## config.mk

```make
export PLATFORM = sky130hd
export DESIGN_NAME = vad_hysteresis_debounce_flat
export DESIGN_NICKNAME = d
export VERILOG_FILES = /design/src/design/vhd_pkg.sv /design/src/design/vhd_in_if.sv /design/src/design/vhd_out_if.sv /design/src/design/vad_hysteresis_debounce.sv /design/src/flat_wrapper.sv
export VERILOG_INCLUDE_DIRS = /design/src /design/src/design
export SDC_FILE = /design/constraint.sdc
export NUM_CORES = 1
export LEC_CHECK = 0
export ABC_AREA = 1
export BUFFER_PORTS_ARGS = -buffer_cell sky130_fd_sc_hd__clkbuf_2
export CELL_PAD_IN_SITES_DETAIL_PLACEMENT = 0
export CELL_PAD_IN_SITES_GLOBAL_PLACEMENT = 1
export CORE_ASPECT_RATIO = 1.4
export CORE_UTILIZATION = 42
export DETAILED_ROUTE_END_ITERATION = 8
export HOLD_SLACK_MARGIN = 0.12
export PLACE_DENSITY = 0.81
export SYNTH_ARGS = -nofsm -noshare
export SYNTH_HDL_FRONTEND = slang
export SYNTH_SLANG_ARGS = --single-unit
```

## constraint.sdc

```tcl
create_clock -name clk -period 19.01 [get_ports clk]
set_input_delay 2.8515 -clock clk [delete_from_list [all_inputs] [get_ports clk]]
set_output_delay 2.8515 -clock clk [all_outputs]
set_load 0.02 [all_outputs]
```

## src/design/vad_hysteresis_debounce_macros.svh

```systemverilog
// Assertion macros for the voice activity debounce block.
`ifndef VAD_HYSTERESIS_DEBOUNCE_MACROS_SVH
`define VAD_HYSTERESIS_DEBOUNCE_MACROS_SVH

`ifndef SYNTH

`define VHD_ASSERT_SAME(label, clk, rst_n, ante, cons) \
  label: assert property (@(posedge clk) disable iff (!rst_n) (ante) |-> (cons)) \
    else $error("vhd same-cycle check failed");

`define VHD_ASSERT_NEXT(label, clk, rst_n, ante, cons) \
  label: assert property (@(posedge clk) disable iff (!rst_n) (ante) |=> (cons)) \
    else $error("vhd next-cycle check failed");

`else

`define VHD_ASSERT_SAME(label, clk, rst_n, ante, cons)

`define VHD_ASSERT_NEXT(label, clk, rst_n, ante, cons)

`endif

`endif

```

## src/design/vhd_pkg.sv

```systemverilog
package vhd_pkg;

  localparam int SCORE_FRAC_BITS = 15;
  localparam int SCORE_W         = 16;
  localparam int RUN_W           = 10;
  localparam int SEQ_W           = 32;
  localparam int TIME_W          = 64;
  localparam int ID_W            = 32;
  localparam int CFG_IDX_W       = 2;
  localparam int CFG_DATA_W      = 16;

  localparam logic [SCORE_W-1:0] SCORE_ONE = SCORE_W'(1 << SCORE_FRAC_BITS);
  localparam logic [RUN_W-1:0]   MAX_RUN   = RUN_W'(1000);

  localparam logic [SCORE_W-1:0] START_THR_RST    = SCORE_W'(19661);
  localparam logic [SCORE_W-1:0] END_THR_RST      = SCORE_W'(11469);
  localparam logic [RUN_W-1:0]   START_FRAMES_RST = RUN_W'(3);
  localparam logic [RUN_W-1:0]   END_FRAMES_RST   = RUN_W'(10);

  localparam logic [CFG_IDX_W-1:0] CFG_START_THR    = 2'd0;
  localparam logic [CFG_IDX_W-1:0] CFG_END_THR      = 2'd1;
  localparam logic [CFG_IDX_W-1:0] CFG_START_FRAMES = 2'd2;
  localparam logic [CFG_IDX_W-1:0] CFG_END_FRAMES   = 2'd3;

  localparam logic EV_KIND_START = 1'b0;
  localparam logic EV_KIND_END   = 1'b1;

  typedef enum logic [1:0] {
    ST_OK           = 2'd0,
    ST_REJECTED     = 2'd1,
    ST_BACKEND_FAIL = 2'd2,
    ST_SCORE_RANGE  = 2'd3
  } status_t;

  typedef struct packed {
    logic                 event_valid;
    logic                 event_kind;
    logic [ID_W-1:0]      event_number;
    logic [ID_W-1:0]      segment_number;
    logic [SEQ_W-1:0]     event_frame_seq;
    logic [TIME_W-1:0]    event_time;
    logic [SCORE_W-1:0]   event_score;
    logic                 in_speech;
    logic [RUN_W-1:0]     start_run;
    logic [RUN_W-1:0]     end_run;
    status_t              status;
  } res_t;

  function automatic logic [RUN_W-1:0] run_bump(input logic [RUN_W-1:0] n);
    run_bump = (n >= MAX_RUN) ? MAX_RUN : n + RUN_W'(1);
  endfunction

endpackage

```

## src/design/vhd_in_if.sv

```systemverilog
interface vhd_in_if;
  logic                          valid;
  logic                          ready;
  logic [vhd_pkg::SCORE_W-1:0]   frame_score;
  logic [vhd_pkg::SEQ_W-1:0]     frame_seq;
  logic [vhd_pkg::TIME_W-1:0]    capture_time;
  logic                          frame_ok;
  logic                          backend_failed;

  modport source (
    output valid, frame_score, frame_seq, capture_time, frame_ok, backend_failed,
    input  ready
  );

  modport sink (
    input  valid, frame_score, frame_seq, capture_time, frame_ok, backend_failed,
    output ready
  );
endinterface

```

## src/design/vhd_out_if.sv

```systemverilog
interface vhd_out_if;
  logic                          valid;
  logic                          ready;
  logic                          event_valid;
  logic                          event_kind;
  logic [vhd_pkg::ID_W-1:0]      event_number;
  logic [vhd_pkg::ID_W-1:0]      segment_number;
  logic [vhd_pkg::SEQ_W-1:0]     event_frame_seq;
  logic [vhd_pkg::TIME_W-1:0]    event_time;
  logic [vhd_pkg::SCORE_W-1:0]   event_score;
  logic                          in_speech;
  logic [vhd_pkg::RUN_W-1:0]     start_run;
  logic [vhd_pkg::RUN_W-1:0]     end_run;
  logic [1:0]                    status;

  modport source (
    output valid, event_valid, event_kind, event_number, segment_number, event_frame_seq,
           event_time, event_score, in_speech, start_run, end_run, status,
    input  ready
  );

  modport sink (
    input  valid, event_valid, event_kind, event_number, segment_number, event_frame_seq,
           event_time, event_score, in_speech, start_run, end_run, status,
    output ready
  );
endinterface

```

## src/design/vad_hysteresis_debounce.sv

```systemverilog
// Speech/silence hysteresis detector with debounce run counters. Each input beat carries
// one frame score and yields exactly one result beat. A beat is taken into an input
// register, evaluated there against the detector state and written into a two-entry
// result queue once the queue has a free entry, so its result reaches the output through
// the input register and the queue entry in that order. The block takes one beat per
// cycle for as long as results are taken; in_ch.ready comes from registers only and drops
// while the input register is holding a beat and the result queue is full. Configuration
// writes take effect at once and belong to idle periods.
`include "vad_hysteresis_debounce_macros.svh"

module vad_hysteresis_debounce (
  input  logic                               clk,
  input  logic                               rst_n,
  vhd_in_if.sink                             in_ch,
  vhd_out_if.source                          out_ch,
  input  logic                               cfg_we,
  input  logic [vhd_pkg::CFG_IDX_W-1:0]      cfg_idx,
  input  logic [vhd_pkg::CFG_DATA_W-1:0]     cfg_data
);

  logic [vhd_pkg::SCORE_W-1:0] start_thr_r;
  logic [vhd_pkg::SCORE_W-1:0] end_thr_r;
  logic [vhd_pkg::RUN_W-1:0]   start_frames_r;
  logic [vhd_pkg::RUN_W-1:0]   end_frames_r;

  logic                        speech_r, speech_nxt;
  logic [vhd_pkg::RUN_W-1:0]   start_cnt_r, start_cnt_nxt;
  logic [vhd_pkg::RUN_W-1:0]   end_cnt_r, end_cnt_nxt;
  logic [vhd_pkg::ID_W-1:0]    evt_num_r, evt_num_nxt;
  logic [vhd_pkg::ID_W-1:0]    last_seg_r, last_seg_nxt;
  logic [vhd_pkg::ID_W-1:0]    open_seg_r, open_seg_nxt;

  logic                        in_valid_r, in_valid_nxt;
  logic [vhd_pkg::SCORE_W-1:0] score_r;
  logic [vhd_pkg::SEQ_W-1:0]   seq_r;
  logic [vhd_pkg::TIME_W-1:0]  time_r;
  logic                        ok_r;
  logic                        failed_r;

  vhd_pkg::res_t               q_r [2];
  logic                        wr_ptr_r, rd_ptr_r;
  logic [1:0]                  cnt_r, cnt_nxt;

  vhd_pkg::res_t               res;
  vhd_pkg::res_t               head;
  logic                        ev;
  logic                        load;
  logic                        push;
  logic                        pop;
  logic                        q_full;

  assign q_full      = (cnt_r == 2'd2);
  assign in_ch.ready = !in_valid_r || !q_full;
  assign load        = in_ch.valid && in_ch.ready;
  assign push        = in_valid_r && !q_full;
  assign pop         = out_ch.valid && out_ch.ready;
  assign in_valid_nxt = load || (in_valid_r && !push);

  always_comb begin
    case ({push, pop})
      2'b10:   cnt_nxt = cnt_r + 2'd1;
      2'b01:   cnt_nxt = cnt_r - 2'd1;
      default: cnt_nxt = cnt_r;
    endcase
  end

  always_comb begin
    speech_nxt    = speech_r;
    start_cnt_nxt = start_cnt_r;
    end_cnt_nxt   = end_cnt_r;
    evt_num_nxt   = evt_num_r;
    last_seg_nxt  = last_seg_r;
    open_seg_nxt  = open_seg_r;
    ev            = 1'b0;
    res           = '0;
    res.status    = vhd_pkg::ST_OK;

    if (!ok_r) begin
      res.status = vhd_pkg::ST_REJECTED;
    end else if (failed_r) begin
      res.status    = vhd_pkg::ST_BACKEND_FAIL;
      start_cnt_nxt = '0;
      end_cnt_nxt   = '0;
    end else if (score_r > vhd_pkg::SCORE_ONE) begin
      res.status    = vhd_pkg::ST_SCORE_RANGE;
      start_cnt_nxt = '0;
      end_cnt_nxt   = '0;
    end else if (!speech_r) begin
      end_cnt_nxt = '0;
      if (score_r >= start_thr_r) begin
        start_cnt_nxt = vhd_pkg::run_bump(start_cnt_r);
        if (start_cnt_nxt >= start_frames_r) begin
          ev                 = 1'b1;
          res.event_kind     = vhd_pkg::EV_KIND_START;
          last_seg_nxt       = last_seg_r + vhd_pkg::ID_W'(1);
          open_seg_nxt       = last_seg_nxt;
          res.segment_number = last_seg_nxt;
          speech_nxt         = 1'b1;
        end
      end else begin
        start_cnt_nxt = '0;
      end
    end else begin
      start_cnt_nxt = '0;
      if (score_r <= end_thr_r) begin
        end_cnt_nxt = vhd_pkg::run_bump(end_cnt_r);
        if (end_cnt_nxt >= end_frames_r) begin
          ev                 = 1'b1;
          res.event_kind     = vhd_pkg::EV_KIND_END;
          res.segment_number = open_seg_r;
          speech_nxt         = 1'b0;
          open_seg_nxt       = '0;
        end
      end else begin
        end_cnt_nxt = '0;
      end
    end

    if (ev) begin
      evt_num_nxt         = evt_num_r + vhd_pkg::ID_W'(1);
      start_cnt_nxt       = '0;
      end_cnt_nxt         = '0;
      res.event_valid     = 1'b1;
      res.event_number    = evt_num_nxt;
      res.event_frame_seq = seq_r;
      res.event_time      = time_r;
      res.event_score     = score_r;
    end

    res.in_speech = speech_nxt;
    res.start_run = start_cnt_nxt;
    res.end_run   = end_cnt_nxt;
  end

  always_ff @(posedge clk) begin
    if (!rst_n) begin
      start_thr_r    <= vhd_pkg::START_THR_RST;
      end_thr_r      <= vhd_pkg::END_THR_RST;
      start_frames_r <= vhd_pkg::START_FRAMES_RST;
      end_frames_r   <= vhd_pkg::END_FRAMES_RST;
    end else if (cfg_we) begin
      unique case (cfg_idx)
        vhd_pkg::CFG_START_THR:    start_thr_r    <= cfg_data;
        vhd_pkg::CFG_END_THR:      end_thr_r      <= cfg_data;
        vhd_pkg::CFG_START_FRAMES: start_frames_r <= cfg_data[vhd_pkg::RUN_W-1:0];
        vhd_pkg::CFG_END_FRAMES:   end_frames_r   <= cfg_data[vhd_pkg::RUN_W-1:0];
        default: ;
      endcase
    end
  end

  always_ff @(posedge clk) begin
    if (!rst_n) begin
      speech_r    <= 1'b0;
      start_cnt_r <= '0;
      end_cnt_r   <= '0;
      evt_num_r   <= '0;
      last_seg_r  <= '0;
      open_seg_r  <= '0;
      in_valid_r  <= 1'b0;
      wr_ptr_r    <= 1'b0;
      rd_ptr_r    <= 1'b0;
      cnt_r       <= 2'd0;
    end else begin
      in_valid_r <= in_valid_nxt;
      cnt_r      <= cnt_nxt;
      if (push) begin
        speech_r    <= speech_nxt;
        start_cnt_r <= start_cnt_nxt;
        end_cnt_r   <= end_cnt_nxt;
        evt_num_r   <= evt_num_nxt;
        last_seg_r  <= last_seg_nxt;
        open_seg_r  <= open_seg_nxt;
        wr_ptr_r    <= !wr_ptr_r;
      end
      if (pop) begin
        rd_ptr_r <= !rd_ptr_r;
      end
    end
  end

  always_ff @(posedge clk) begin
    if (load) begin
      score_r  <= in_ch.frame_score;
      seq_r    <= in_ch.frame_seq;
      time_r   <= in_ch.capture_time;
      ok_r     <= in_ch.frame_ok;
      failed_r <= in_ch.backend_failed;
    end
    if (push) begin
      q_r[wr_ptr_r] <= res;
    end
  end

  assign head = q_r[rd_ptr_r];

  assign out_ch.valid           = (cnt_r != 2'd0);
  assign out_ch.event_valid     = head.event_valid;
  assign out_ch.event_kind      = head.event_kind;
  assign out_ch.event_number    = head.event_number;
  assign out_ch.segment_number  = head.segment_number;
  assign out_ch.event_frame_seq = head.event_frame_seq;
  assign out_ch.event_time      = head.event_time;
  assign out_ch.event_score     = head.event_score;
  assign out_ch.in_speech       = head.in_speech;
  assign out_ch.start_run       = head.start_run;
  assign out_ch.end_run         = head.end_run;
  assign out_ch.status          = head.status;

  `VHD_ASSERT_SAME(a_q_bound, clk, rst_n, 1'b1, cnt_r != 2'd3)
  `VHD_ASSERT_SAME(a_speech_no_start, clk, rst_n, speech_r, start_cnt_r == '0)
  `VHD_ASSERT_SAME(a_silence_closed, clk, rst_n, !speech_r,
                   (end_cnt_r == '0) && (open_seg_r == '0))
  `VHD_ASSERT_NEXT(a_evt_step, clk, rst_n, push && ev, evt_num_r == $past(evt_num_r) + 32'd1)

endmodule
```

## src/flat_wrapper.sv

```systemverilog
// flat-port wrapper written by rule: the top's interface ports become plain ports
module vad_hysteresis_debounce_flat 
  (clk, rst_n, cfg_we, cfg_idx, cfg_data, in_ch_valid, in_ch_frame_score, in_ch_frame_seq, in_ch_capture_time, in_ch_frame_ok, in_ch_backend_failed, in_ch_ready, out_ch_valid, out_ch_event_valid, out_ch_event_kind, out_ch_event_number, out_ch_segment_number, out_ch_event_frame_seq, out_ch_event_time, out_ch_event_score, out_ch_in_speech, out_ch_start_run, out_ch_end_run, out_ch_status, out_ch_ready);
  vhd_in_if in_ch_i ();
  vhd_out_if out_ch_i ();
  input  logic clk;
  input  logic rst_n;
  input  logic cfg_we;
  input  logic [vhd_pkg::CFG_IDX_W-1:0] cfg_idx;
  input  logic [vhd_pkg::CFG_DATA_W-1:0] cfg_data;
  input wire logic [$bits(in_ch_i.valid)-1:0] in_ch_valid;
  input wire logic [$bits(in_ch_i.frame_score)-1:0] in_ch_frame_score;
  input wire logic [$bits(in_ch_i.frame_seq)-1:0] in_ch_frame_seq;
  input wire logic [$bits(in_ch_i.capture_time)-1:0] in_ch_capture_time;
  input wire logic [$bits(in_ch_i.frame_ok)-1:0] in_ch_frame_ok;
  input wire logic [$bits(in_ch_i.backend_failed)-1:0] in_ch_backend_failed;
  output wire logic [$bits(in_ch_i.ready)-1:0] in_ch_ready;
  output wire logic [$bits(out_ch_i.valid)-1:0] out_ch_valid;
  output wire logic [$bits(out_ch_i.event_valid)-1:0] out_ch_event_valid;
  output wire logic [$bits(out_ch_i.event_kind)-1:0] out_ch_event_kind;
  output wire logic [$bits(out_ch_i.event_number)-1:0] out_ch_event_number;
  output wire logic [$bits(out_ch_i.segment_number)-1:0] out_ch_segment_number;
  output wire logic [$bits(out_ch_i.event_frame_seq)-1:0] out_ch_event_frame_seq;
  output wire logic [$bits(out_ch_i.event_time)-1:0] out_ch_event_time;
  output wire logic [$bits(out_ch_i.event_score)-1:0] out_ch_event_score;
  output wire logic [$bits(out_ch_i.in_speech)-1:0] out_ch_in_speech;
  output wire logic [$bits(out_ch_i.start_run)-1:0] out_ch_start_run;
  output wire logic [$bits(out_ch_i.end_run)-1:0] out_ch_end_run;
  output wire logic [$bits(out_ch_i.status)-1:0] out_ch_status;
  input wire logic [$bits(out_ch_i.ready)-1:0] out_ch_ready;
  assign in_ch_i.valid = in_ch_valid;
  assign in_ch_i.frame_score = in_ch_frame_score;
  assign in_ch_i.frame_seq = in_ch_frame_seq;
  assign in_ch_i.capture_time = in_ch_capture_time;
  assign in_ch_i.frame_ok = in_ch_frame_ok;
  assign in_ch_i.backend_failed = in_ch_backend_failed;
  assign in_ch_ready = in_ch_i.ready;
  assign out_ch_valid = out_ch_i.valid;
  assign out_ch_event_valid = out_ch_i.event_valid;
  assign out_ch_event_kind = out_ch_i.event_kind;
  assign out_ch_event_number = out_ch_i.event_number;
  assign out_ch_segment_number = out_ch_i.segment_number;
  assign out_ch_event_frame_seq = out_ch_i.event_frame_seq;
  assign out_ch_event_time = out_ch_i.event_time;
  assign out_ch_event_score = out_ch_i.event_score;
  assign out_ch_in_speech = out_ch_i.in_speech;
  assign out_ch_start_run = out_ch_i.start_run;
  assign out_ch_end_run = out_ch_i.end_run;
  assign out_ch_status = out_ch_i.status;
  assign out_ch_i.ready = out_ch_ready;
  vad_hysteresis_debounce u_core (.clk(clk), .rst_n(rst_n), .in_ch(in_ch_i), .out_ch(out_ch_i), .cfg_we(cfg_we), .cfg_idx(cfg_idx), .cfg_data(cfg_data));
endmodule
```

# ---- Word-level counts from Yosys, hierarchy flattened
# Memory sizes are Yosys's and may differ from the RTL's. A register that Yosys moved wholly into a read port is not among the register bits.
# Index checks and enable logic that the tools add are counted.
dict set report totals {
  ff_bits 288
  mem_bits_rw 402
  inputBits 137
  out_inout_bits 203
  n_memories 1
}
# memory words word_bits rd rd_ports_with_merged_regs write_ports line
set mem_list {}
lappend mem_list {u_core.q_r 2 201 1 1 1 vad_hysteresis_debounce.sv:40} ;# vhd_pkg::res_t q_r [2];
dict set report op_classes {
  n_addsub 6
  magnitude_cmp 7
  eq_ne 8
  n_mux 56
  bitwise_logic 3
  n_reduce_logical 23
}
# operator count
set op_table {}
lappend op_table {{32-bit 2-to-1 mux} 14}
lappend op_table {{10-bit 2-to-1 mux} 14}
lappend op_table {{112-bit 2-to-1 mux} 1}
lappend op_table {{32-bit by 1-bit adder with 32-bit output, second input constant} 2}
lappend op_table {{1-bit 2-to-1 mux} 23}
lappend op_table {{10-bit by 1-bit adder with 10-bit output, second input constant} 2}
lappend op_table {{10-bit >= comparator} 2}
lappend op_table {{10-bit >= comparator, second input constant} 2}
lappend op_table {{16-bit >= comparator} 1}
lappend op_table {{16-bit > comparator, second input constant} 1}
lappend op_table {{16-bit less-or-equal comparator} 1}
lappend op_table {{2-bit AND reduction} 5}
lappend op_table {{2-bit equality test, second input constant} 4}
lappend op_table {{8-bit AND reduction} 1}
lappend op_table {{2-bit nonzero test} 4}
lappend op_table {{7-bit AND reduction} 1}
lappend op_table {{2-bit 2-to-1 mux} 3}
lappend op_table {{1-bit logical NOT} 5}
lappend op_table {{2-bit by 1-bit equality test with 1-bit output, second input constant} 2}
lappend op_table {{1-bit logical AND} 4}
lappend op_table {{2-bit != test, second input constant} 2}
lappend op_table {{2-bit case mux with 2 select lines} 1}
lappend op_table {{1-bit inverter} 3}
lappend op_table {{2-bit by 1-bit adder with 2-bit output, second input constant} 1}
lappend op_table {{other kinds (3)} 4}

# ---- Logic depth before layout (Yosys ltp)
# Gate-level depths: netlist (run 1).
dict set report depth {
  depth_word 10
  depth_mapped 21
}

# ---- Worst setup path before layout (run 1)
# OpenSTA, ideal clock, no wires.
dict set report synth_timing {
  path_kind {register to register}
  from {reg u_core.cnt_r[1]}
  to {mem u_core.q_r[1][0] in the netlist's numbering (enable)}
  setup_ps 767
  arrival_time_ps 8889
  slack_ps 9353
  stages_incl_launch_ff 4
  path_buffers 0
  cell_sequence {dfxtp_1 inv_1 o21ai_2 nor2_1}
}
dict set report synth_via {
  elab_chain_len 5
}
# element line
set synth_rtl {}
lappend synth_rtl {{start: declaration} vad_hysteresis_debounce.sv:42} ;# logic [1:0] cnt_r, cnt_nxt;
lappend synth_rtl {{start signal: assignment} vad_hysteresis_debounce.sv:166} ;# cnt_r <= cnt_nxt;
lappend synth_rtl {{2-bit equality test} vad_hysteresis_debounce.sv:52} ;# assign q_full = (cnt_r == 2'd2);
lappend synth_rtl {{1-bit logical NOT} vad_hysteresis_debounce.sv:55} ;# assign push = in_valid_r && !q_full;
lappend synth_rtl {{1-bit logical AND} vad_hysteresis_debounce.sv:55}
lappend synth_rtl {{1-bit 2-to-1 mux} vad_hysteresis_debounce.sv:190} ;# if (push) begin
lappend synth_rtl {{1-bit 2-to-1 mux (implied by the code)} vad_hysteresis_debounce.sv:191} ;# q_r[wr_ptr_r] <= res;
lappend synth_rtl {{end: declaration} vad_hysteresis_debounce.sv:40}
# No other way between the ends.

==> results of run 1 <==
final cells by class:
class	count	area share
flip-flops and latches	691	0.557
multi-input cells	1466	0.253
clock buffers	87	0.0556
repair buffers	355	0.0532
inverters	337	0.0373
well taps	928	0.0340
clock inverters	42	0.0108
worst max-delay path: stages (launching register included):
cell and delay, ns:
dfxtp_4 0.97, buf_4 0.81, mux2_2 0.49, clkbuf_2 0.18
cells in the final DEF (no fill, tap or decap), drive strengths merged, types with 3 or more instances in the layout:
| master | synthesis | layout |
|---|---|---|
| mux2 | 201 | 201 |
| nand3b | 3 | 3 |
| xnor2 | 15 | 15 |
| o211ai | 16 | 16 |
| clkinv | 2 | 28 |
| o21ai | 115 | 115 |
| bufinv | 0 | 3 |
| nand4 | 25 | 25 |
| inv | 335 | 342 |
| clkbuf | 62 | 426 |
| xor2 | 34 | 34 |
| nand2 | 406 | 406 |
| clkinvlp | 0 | 6 |
| edfxtp | 516 | 516 |
| nor2 | 283 | 283 |
| nand3 | 100 | 100 |
| a21oi | 152 | 152 |
| ha | 59 | 59 |
| or2 | 8 | 8 |
| buf | 35 | 16 |
| a22o | 8 | 8 |
| dfxtp | 175 | 175 |
| o21bai | 3 | 3 |
| nor3 | 28 | 28 |
layer usage:
metal | GRT usage | vias to the layer above | share of wire
met1 | 0.228 | 9303 | 0.41
met4 | 0.0727 | 2 | 0.029
met2 | 0.347 | 481 | 0.51
met5 | 0 | - | 0.00023
met3 | 0.0304 | 117 | 0.049
li1 | - | 9445 | -
through the flow:
stage,setup slack [ns],utilization
after detailed placement,13.51,0.462
after floorplan,9.35,-
after global placement,13.52,0.462
after CTS,12.83,0.495
after global routing,12.79,0.495
final,12.94,0.495
sequential cells by signal, summed over array words and instances (netlist names), named ones only:
signal / cells
u_core.end_cnt_r: 10
u_core.start_thr_r: 16
u_core.cnt_r: 2
u_core.time_r: 64
u_core.end_frames_r: 10
u_core.open_seg_r: 32
u_core.seq_r: 32
u_core.evt_num_r: 32
u_core.ok_r: 1
u_core.speech_r: 1
u_core.q_r: 402
u_core.in_valid_r: 1
u_core.start_cnt_r: 10
u_core.end_thr_r: 16
u_core.score_r: 16
u_core.start_frames_r: 10
u_core.wr_ptr_r: 1
u_core.failed_r: 1
u_core.rd_ptr_r: 1
u_core.last_seg_r: 32
power breakdown:
group	total, mW	internal (mW)	switching (mW)
clock	1.36	0.762	0.594
sequential	1.74	1.70	0.0385
combinational	0.435	0.156	0.279
cells by family (layout without fill, tap and decap cells):
group | after synthesis | count (layout)
buffers and inverters | 434 | 821
AOI/OAI and AO/OA | 301 | 301
and+or+nand+nor | 856 | 856
DFF | 691 | 691
muxes | 201 | 201
xor gates and xnor gates | 49 | 49
adders and majority gates | 59 | 59
worst max-delay path by stage:
stage / to / cells after the start
CTS: out_ch_start_run[8] / 3
detailed placement: out_ch_start_run[8] / 3
global route: out_ch_event_number[31] / 3
global placement: out_ch_start_run[8] / 3
floorplan: u_core.q_r[1][0]$_DFFE_PP_ / 3
finish: out_ch_event_number[31] / 3
==> results list, run 1 <==
- Fraction of layout cells with a size suffix above 1: 0.234
- Worst slew margin: 0.202
* Maximum number of pins on one net before global-route repair: 117
* Number of remaining DRC errors: 0
- Once detail routing completed, the nets flagged for antenna violations numbered 0.
* Number of primary I/O pins: 340
* Standard-cell row count: about 110
- N_diodes: 0
- Routability-driven placement finished with a final weighted congestion of 0.874.
- Counting distinct cell types in the post-synthesis netlist gives 41.
* Maximum achievable frequency: 165 MHz
* Register area: 0.0190 sq mm
- CP arrival: 3.22 ns
* Category of the critical setup timing path: flop to primary output
- Xor and xnor area share after synthesis: 0.0146
- The finished cells cover 0.0341 sq mm.
- For this run the aggregate overflow at the end of global routing stands at 0.
* Peak supply drop: 0.0620 mV
- Counting flops and latches in the post-synthesis netlist gives 691.
- TritonCTS clock tree: yes
- Top cells by area, synth: edfxtp_1 (53%), dfxtp_1 (12%), mux2_2 (7.7%)
- Share of synthesized registers carrying an async set or reset: 0
* Max-cap check violation count: 0
* P_leak: 13.4 nW
* Via count of the routed design: 19,348
- Reg2reg start: u_core.start_cnt_r[0]$_SDFFE_PN0P_
- The count of final max-slew check failures is 0.
- Of the total synthesized cell area, the portion taken by full adders, half adders and majority gates is 0.0252.
* Synthesized area per cell: between 10 and 15 sq um
* Synth area leader: edfxtp_1
- H-tree depth: 3
- Number of enable-type register cells in the synthesized netlist: 516
* Syn Std Cell Area: 0.0293 sq mm
- Total count of hold-check failures in the final report: 0
* Kind of end point of the critical path: primary output
- After detailed routing, the average wire length per cell comes to 17.7 um.
- After technology mapping, the gate count stands at 2,591.
- Total number of yosys warnings: 0
- Global-route wire length before repair: 106,000 um
- The cell sitting at the root of the clock tree is a clkbuf_16.
* Hold path startpoint: u_core.rd_ptr_r$_SDFFE_PN0P_
- Synth top cells by count: edfxtp_1 (516), nand2_1 (403), inv_1 (331)
- For this design the ratio of total power to cell area is 103 mW/mm^2.
- Setup Viol. Count Final: 0
- Antenna violations before repair: 1
* Overall track demand over capacity in global routing: 0.192
- In this run the worst path has a maximum fanout of 71.
- Setup repair after global routing missed its margin: false
- The initial utilization of the core area, before any placement, comes to 0.425.
* Setup bufs post-CTS: 0
- Number of buffers added by the clock tree synthesis step: 70
* Die outline width: ~230 um
- Fraction of the mapped netlist area in simple logic gates: 0.122
* Cell Count, Final, Fillers Out: 3,906
- Total die area: 0.0709 sq mm
- Path category of the worst min-delay check: flop to flop
- Clock latency on the worst-skew pair, taken at its later pin, is 0.63 ns.
- Area fraction in compound gates after synthesis: 0.0547
- No sink is reached through more buffers than the 3 on the longest clock path.
- During placement, the flow inserted port buffers numbering approximately 340.
* Clk_skew: 0.0229 ns
- The filler cells instantiated in the layout total 6,263.
- Flip-flop cell with the highest count after synthesis: edfxtp_1
* Clock period minus worst slack: 6.07 ns
- The region available for standard cell placement spans 0.0690 sq mm.
- Measured against the total synthesized area, the mux share comes to 0.0772.
- Final hold analysis gives a worst-case slack of 0.444 ns.
- Hold repair after CTS inserted 0 buffers.
- Cts repair resizes: 0
- Measured slew at the worst slew-check pin: 1.20 ns
* Net count after synthesis: 2,787
- Counting instances, the worst hold path has a depth of 1.
- Required time reported for the critical path endpoint: 16.16 ns
- Compared with the post-synthesis result, the final layout area differs by 16.4%.
- Clock tree synthesis found a total of around 690 sinks.
- The design draws 3.53 mW.
* Worst r2r dst: u_core.q_r[0][52]$_DFFE_PP_
- Number of placed instances, taps included: 3,777
* Detailed router's first-iteration violation count: between 1,000 and 1,500
* Routed Wire Length: 69,100 um
- Number of optimization iterations in the first detailed-route pass: 8
- Summed over all failing endpoints, the final setup total negative slack is 0 ns.
- edfxtp_1 is the most common cell in the netlist.
- Register area share after synthesis: 0.648
- The worst setup path is launched from a flop.
* Placed wire-length estimate: between 40,000 and 50,000 um
- The share of synthesized area in the top cell type comes to 0.528.
- The worst register-to-register path has a depth of 18.
- Dividing the detail-routed via count by the number of cells gives 4.95.
* Worst-case register-to-register setup slack: 13.63 ns
* Part of the cycle the worst path needs: 0.319
* Post-Place Cell Area: 0.0319 sq mm
* Number of nets in the finished design: 3,117
- Combinational family with the most area after synthesis: simple AND/OR/NAND/NOR gates
* Status: complete, no violations
* Clock-pin slew of the registers on the worst-case setup and hold paths: 0.06 ns
- The die is 315 um tall.
- Multi-input logic area: between 0.008 and 0.009 sq mm
- Vias in the first global route: 19,524
(Power assumes the default switching activity.)
==> inputs of run 2 (changes only) <==
PLACE_DENSITY = 0.84   (was 0.81)
clock period = 5.01 ns   (was 19.01 ns; I/O delays follow)
==> results list, run 2 (same netlist as run 1, synthesis figures left out) <==
- The via density per instance is 4.88 (-1.4%).
- The depth of the CTS H-tree was 3 (unchanged).
- Relative contribution of combinational cells to total power: 0.127 (+0.004)
- The via count of the first global-routing pass came to 18,935 (-3.0%).
- Number of nets in the finished design: 3,123 (+0.19%)
- The number of setup buffers added after CTS was 0 (unchanged).
- The min-delay analysis places its worst path in the category input pin to flop.
- The final hold slack is 0.312 ns (-0.132 ns).
* Setup repair after global routing missed its margin: false
- Routed Wire Length: 67,600 um (-2.1%)
- The number of port buffers came to 339 (unchanged).
* Part of the cycle the worst path needs: 0.809
- The number of buffers created by CTS was 70 (unchanged).
- The share of final-layout standard cells stronger than drive strength 1 was 0.233 (-0.00150).
- The normalized max-slew margin is 0.259 (+0.0572).
* Fraction of the core area covered by cells at the end of the flow: 0.497 (+0.00216)
- Number of placed instances, taps included: 3,783 (+0.16%)
- Standard-cell row count: 114 (unchanged)
- The antenna diode instance count came to 0 (unchanged).
- Number of primary I/O pins: 340 (unchanged)
* Insertion delay of the later-clocked pin in the worst-skew pair: 0.61 ns (-0.02 ns)
- The sequential cell fraction of total power is 0.487 (-0.006).
* Flip-flop count of the largest register, all copies and words added: 402 (unchanged)
- The number of remaining DRC errors was 0 (unchanged).
- Switching power: 3.40 mW (+270%)
* Clk_skew: 0.0288 ns (+0.00592 ns)
- P_leak: 13.4 nW (+0.44%)
- Die outline width: 225 um (unchanged)
- The die span in y came to 315 um (unchanged).
- Total die area: 0.0709 sq mm (unchanged)
- Starting utilization of the core area: 0.425 (unchanged)
- The setup path with the least slack is of type flop to flop.
* Peak supply drop: 0.275 mV (+340%)
* Top Metal Used: met4
- Broken down by cell family, the worst path's largest delay share belongs to simple AND/OR/NAND/NOR gates.
- The routed wirelength normalized by instance count came to 17.3 um (-2.2%).
- Cell Count, Final, Fillers Out: 3,908 (+0.051%)
- The first-pass iteration count of the detailed router came to 5 (-3).
- Register name with the most flops: u_core.q_r
- The number of hold-repair buffers added at the cts stage was 0 (unchanged).
* Cell internal pwr: 10.1 mW (+280%)
* Setup Viol. Count Final: 0 (unchanged)
- The count of maximum capacitance violations came to 0 (unchanged).
- The length of routed met2 wiring came to 34,500 um (-1.8%).
* Via count of the routed design: 19,082 (-1.4%)
* Total congestion overflow after global routing: 0 (unchanged)
* Cts repair resizes: 0 (unchanged)
- Startpoint class of the critical path: flop
- Critical-path cell list: ha_1 -> nand2_1 -> nor2_1 -> inv_1 -> nor2_1 -> nand3_1 -> a21oi_1 -> o21ai_0 -> ha_1 -> nand4_1 -> nor2_1 -> o21ai_0 -> nand3_1 -> nand3_4 -> nand2_2 -> inv_6 -> buf_4 -> nor2_1
- The routed wire length on met3 is 3270 um (-3.6%).
* Commonest cells after routing, fill and taps aside: edfxtp_1 (516), nand2_1 (403), clkbuf_2 (338), inv_1 (329), nor2_1 (276)
- The largest stage delay on the critical path is 0.59 ns (-0.38 ns).
- The most numerous cell type found on the critical path is nor2_1.
- Kind of end point of the critical path: flop
- Met1 Wirelength: 28,100 um (-1.3%)
- Relative area change from synthesis to final layout: 16.9%
* Cell chosen for the clock root: clkbuf_16
* Global-route wire length before repair: 105,000 um (-0.63%)
* Required time reported for the critical path endpoint: 5.36 ns (-10.80 ns)
* Slew Limit Fails: 0 (unchanged)
- Maximum number of pins on one net before global-route repair: 115 (-1.7%)
- The actual slew at the worst max-slew pin is 1.11 ns (-0.0884 ns).
* Status: complete, no violations
- Placed wire-length estimate: 45,300 um (-2.0%)
- Antenna violations before repair: 0 (-1)
* Placer's final routability congestion estimate: 0.880 (+0.67%)
* Total count of hold-check failures in the final report: 0 (unchanged)
- Core Area: 0.0690 sq mm (unchanged)
* Slowest cell on crit path: inv_6
- Setup TNS Final: 0 ns (unchanged)
- Maximum achievable frequency: 247 MHz
- The all-layer global routing usage is 0.192 (-0.000552).
- TritonCTS clock tree: yes
- Power per cell area: 393 mW/mm^2 (+280%)
- The iteration-0 DRC count of the detailed router was 1,052 (-7.5%).
* Clock-pin slew of the registers on the worst-case setup and hold paths: 0.06 ns (about the same)
- The antenna violation net count after detailed routing is 0 (unchanged).
- Top fanout value on the critical path: 78 (+9.9%)
- Part of the power in the clock network: 0.386 (+0.002)
- The TritonCTS sink count was 691 (unchanged).
- The fraction of power spent switching nets is 0.253 (-0.00560).
- The number of buffer and inverter instances along the worst setup path is 3 (+1).
- The arrival time of data at the critical path endpoint came to 4.40 ns (+1.18 ns).
- Clock period minus worst slack: around 4.1 ns
- Most common cell after layout, fill and taps aside: edfxtp_1
* Largest regs: u_core.q_r x402, u_core.time_r x64
- The buffer depth of the longest clock path was 3 (unchanged).
-- run 2: cell types whose count changed in the layout (fill, tap and decap cells not counted), sizes merged --
cell / delta
clkinvlp: -2
buf: +7
bufinv: +2
clkbuf: +1
inv: -6
-- run 2: path summary, 6_finish.rpt --
kind | cells after the start | slack, ns | to | start
worst max-delay path | 18 | 0.96 | u_core.q_r[0][87]$_DFFE_PP_ | u_core.start_cnt_r[0]$_SDFFE_PN0P_
worst min-delay path | 1 | 0.31 | u_core.score_r[6]$_DFFE_PP_ | in_ch_frame_score[6]
worst max register to register | 18 | 0.96 | u_core.q_r[0][87]$_DFFE_PP_ | u_core.start_cnt_r[0]$_SDFFE_PN0P_
worst min register to register | 1 | 0.45 | flop | u_core.rd_ptr_r$_SDFFE_PN0P_
-- run 2: routing by layer --
layer  global-route usage  vias to the layer above
li1                     -                     9443
met1                0.233                     9132
met2                0.340                      407
met3               0.0336                      100
met4               0.0648                        0
met5                    0                        -
-- run 2: stage by stage --
stage / area (sq um) / power, mW / worst slack (ns)
global placement: 32000 / 8.40 / 1.02
global route: 34300 / 14.0 / 0.476
CTS: 34300 / 13.7 / 0.953
finish: 34300 / 13.5 / 0.959
floorplan: 29300 / 7.81 / 1.03
detailed placement: 32000 / 8.43 / 0.950
-- run 2: cell type report --
type,instances,area (sq um)
tap,928,1160
timing repair buffer,361,1950
multi-input combinational,1466,8630
fill,6282,34700
inverter,337,1270
sequential,691,19000
clock inverter,36,335
clock buffer,89,1950
-- run 2: power groups by stage --
stage,Combinational (mW),Sequential [mW],Clock [mW]
2_1_floorplan,1.15,6.66,0
5_1_grt,1.85,6.60,5.56
4_1_cts,1.74,6.57,5.36
6_report,1.71,6.57,5.20
3_5_place_dp,1.73,6.70,0
3_3_place_gp,1.72,6.68,0
==> inputs of run 3 (changes only) <==
clock period = 3.7 ns   (was 5.01 ns; I/O delays follow)
==> results list, run 3 (same netlist as run 1, synthesis figures left out) <==
* Status: complete, no violations
- Peak supply drop: 0.366 mV (+33%)
* Detailed router's first-iteration violation count: 1,124 (+6.8%)
- Commonest cells after routing, fill and taps aside: edfxtp_1 (516), nand2_1 (403), clkbuf_2 (338), inv_1 (328), nor2_1 (276)
- The total die area came to 0.0709 sq mm (unchanged).
- The all-layer global routing usage came to 0.195 (+0.00311).
* Post-Place Cell Area: 0.0322 sq mm (+0.56%)
- The length of routed met2 wiring was 35,600 um (+3.1%).
* Required time reported for the critical path endpoint: 4.05 ns (-1.31 ns)
- Max-cap check violation count: 0 (unchanged)
- The number of hold-slack violations in the final timing report is 0 (unchanged).
- The depth of the CTS H-tree is 3 (unchanged).
- The worst setup path is launched from a flop.
* R2r worst-path depth: 18 (unchanged)
- Worst r2r dst: u_core.q_r[0][53]$_DFFE_PP_
- In this run the most critical hold path is launched from in_ch_capture_time[46].
- The number of antenna violations at the first check in global routing came to 0 (unchanged).
- The first-pass iteration count of the detailed router is 5 (unchanged).
- Global-route wire length before repair: 106,000 um (+1.2%)
- The maximum number of pins on one net before global-route repair came to 136 (+18%).
- The final total negative setup slack came to 0 ns (unchanged).
* Hold Path Depth: 1 (unchanged)
- Top fanout value on the critical path: 41 (-47%)
- The number of I/O pins was 340 (unchanged).
- Die height: 315 um (unchanged)
- CP arrival: 3.76 ns (-0.64 ns)
- The total power draw came to 18.4 mW (+36%).
- Slew Limit Fails: 0 (unchanged)
* N_diodes: 0 (unchanged)
* Path category of the worst min-delay check: input pin to flop
- The post-layout net count is 3,245 (+3.9%).
- The via density per instance was 4.83 (-1.1%).
* Measured slew at the worst slew-check pin: 1.07 ns (-0.0352 ns)
- The final cell utilization of the core came to 0.515 (+0.0187).
- Clock period minus worst slack: 3.41 ns (-0.641 ns)
- The TritonCTS sink count was 691 (unchanged).
- The final-report setup violation count came to 0 (unchanged).
- Post-detailed-route wirelength per cell: 17.2 um (-0.40%)
- Die outline width: 225 um (unchanged)
* Kind of end point of the critical path: flop
- Via count of the routed design: 19,452 (+1.9%)
* Clock-pin slew of the registers on the worst-case setup and hold paths: 0.06 ns (about the same)
- The number of port buffers was 339 (unchanged).
- Power per cell area: 516 mW/mm^2 (+31%)
- Category of the critical setup timing path: flop to flop
- Summed area of non-filler cells in the final layout: 0.0356 sq mm (+3.8%)
- The area growth from synthesis to layout is 21.3%.
- Part of the cycle the worst path needs: 0.922 (+0.113)
* Setup repair after global routing missed its margin: false
* Most common cell after layout, fill and taps aside: edfxtp_1
- The register-to-register setup slack was 0.29 ns (-0.67 ns).
- The final hold slack came to 0.153 ns (-0.160 ns).
* Insertion delay of the later-clocked pin in the worst-skew pair: 0.63 ns (+0.02 ns)
- The number of flip-flops under the largest register name is 402 (unchanged).
- The last weighted congestion value of the routability-driven placer is 0.871 (-1.1%).
- The routed wire length on met3 is 3140 um (-4.1%).
- In the final layout, the registers with the most flip-flops are u_core.q_r x402, u_core.time_r x64.
- Ranked by flip-flop count, first place goes to u_core.q_r.
- The setup clock skew after layout came to 0.0339 ns (+0.00516 ns).
- The tree is rooted in a clkbuf_16.
* Routed Wire Length: 69,500 um (+2.7%)
- Signal routing reaches up to met4.
- The detailed-placement wirelength estimate is 45,600 um (+0.53%).
- The remaining global-route overflow is 0 (unchanged).
- Fraction of layout cells with a size suffix above 1: 0.229 (-0.00368)
* Filler Cells Inserted: 6,109 (-2.8%)
- Maximum achievable frequency: 293 MHz (+19%)
* Antenna viol nets, final: 0 (unchanged)
- TritonCTS clock tree: yes
- Core Area: 0.0690 sq mm (unchanged)
- Number of remaining DRC errors: 0 (unchanged)
- The worst register-to-register path begins at u_core.start_cnt_r[0]$_SDFFE_PN0P_.
* P_leak: 14.0 nW (+4.2%)
- The number of buffers created by CTS came to 68 (-2.9%).
* Starting utilization of the core area: 0.425 (unchanged)
* Standard-cell row count: 114 (unchanged)
* Maximum clock insertion buffer count: 3 (unchanged)
- Met1 Wirelength: 28,400 um (+0.92%)
- Worst slew margin: 0.284 (+0.0252)
* Vias in the first global route: 19,622 (+3.6%)
- The path with the worst hold slack has its endpoint at u_core.time_r[46]$_DFFE_PP_.
[run 3: area by class of cell]
class,instances,area (sq um),area share
Sequential cell,691,19000,0.534
Tap cell,928,1160,0.0326
Clock inverter,38,422,0.0118
Multi-Input combinational cell,1466,8630,0.243
Clock buffer,85,1860,0.0522
Timing Repair Buffer,485,3230,0.0909
Inverter,337,1280,0.0359
[run 3: how the worst max path moves through the flow]
stage | start | end | slack [ns]
after floorplan | u_core.cnt_r[1]$_SDFFE_PN0P_ | u_core.q_r[1][0]$_DFFE_PP_ | -0.22
after global placement | u_core.start_cnt_r[0]$_SDFFE_PN0P_ | u_core.q_r[0][37]$_DFFE_PP_ | 0.32
after detailed placement | u_core.end_cnt_r[0]$_SDFFE_PN0P_ | u_core.q_r[0][39]$_DFFE_PP_ | 0.26
after CTS | u_core.end_cnt_r[0]$_SDFFE_PN0P_ | u_core.q_r[1][46]$_DFFE_PP_ | 0.25
after global routing | u_core.start_cnt_r[0]$_SDFFE_PN0P_ | u_core.q_r[1][43]$_DFFE_PP_ | 0.02
final | u_core.start_cnt_r[0]$_SDFFE_PN0P_ | u_core.q_r[0][53]$_DFFE_PP_ | 0.29
[run 3: layer usage]
layer / up-vias / GRT usage
met4: 0 / 0.0781
li1: 9698 / -
met2: 390 / 0.352
met5: - / 0
met3: 122 / 0.0332
met1: 9242 / 0.227
[run 3: per-stage QoR]
stage	setup WS, ns	std cells
after CTS	0.247	4030
after global placement	0.325	3796
after detailed placement	0.260	3796
after floorplan	-0.223	2591
final	0.290	4030
after global routing	0.0183	4030
[run 3: where the power goes]
part	switching [mW]	leakage, nW	internal [mW]
Sequential	0.170	6.11	8.74
Combinational	1.52	6.77	0.922
Clock	2.99	1.11	4.02
[run 3: repair_timing]
item | CTS | global route
setup endpoints to repair | 0 | 79
buffers inserted | 0 | 0
hold buffers | 111 | 0
gates resized for setup | 0 | 3
hold endpoints to repair | 111 | 0
[run 3: critical path: stages, from the launching register on]
cell	delay (ns)
dfxtp_1	0.40
ha_1	0.21
nand2_1	0.06
nor2_1	0.13
inv_1	0.08
nor2_1	0.13
nand3_1	0.10
a21oi_1	0.12
o21ai_0	0.13
ha_1	0.31
nand4_1	0.10
nor2_1	0.05
o21ai_0	0.07
nand3_1	0.19
nand3_4	0.24
nand2_2	0.16
inv_8	0.24
buf_12	0.26
nor2_1	0.11
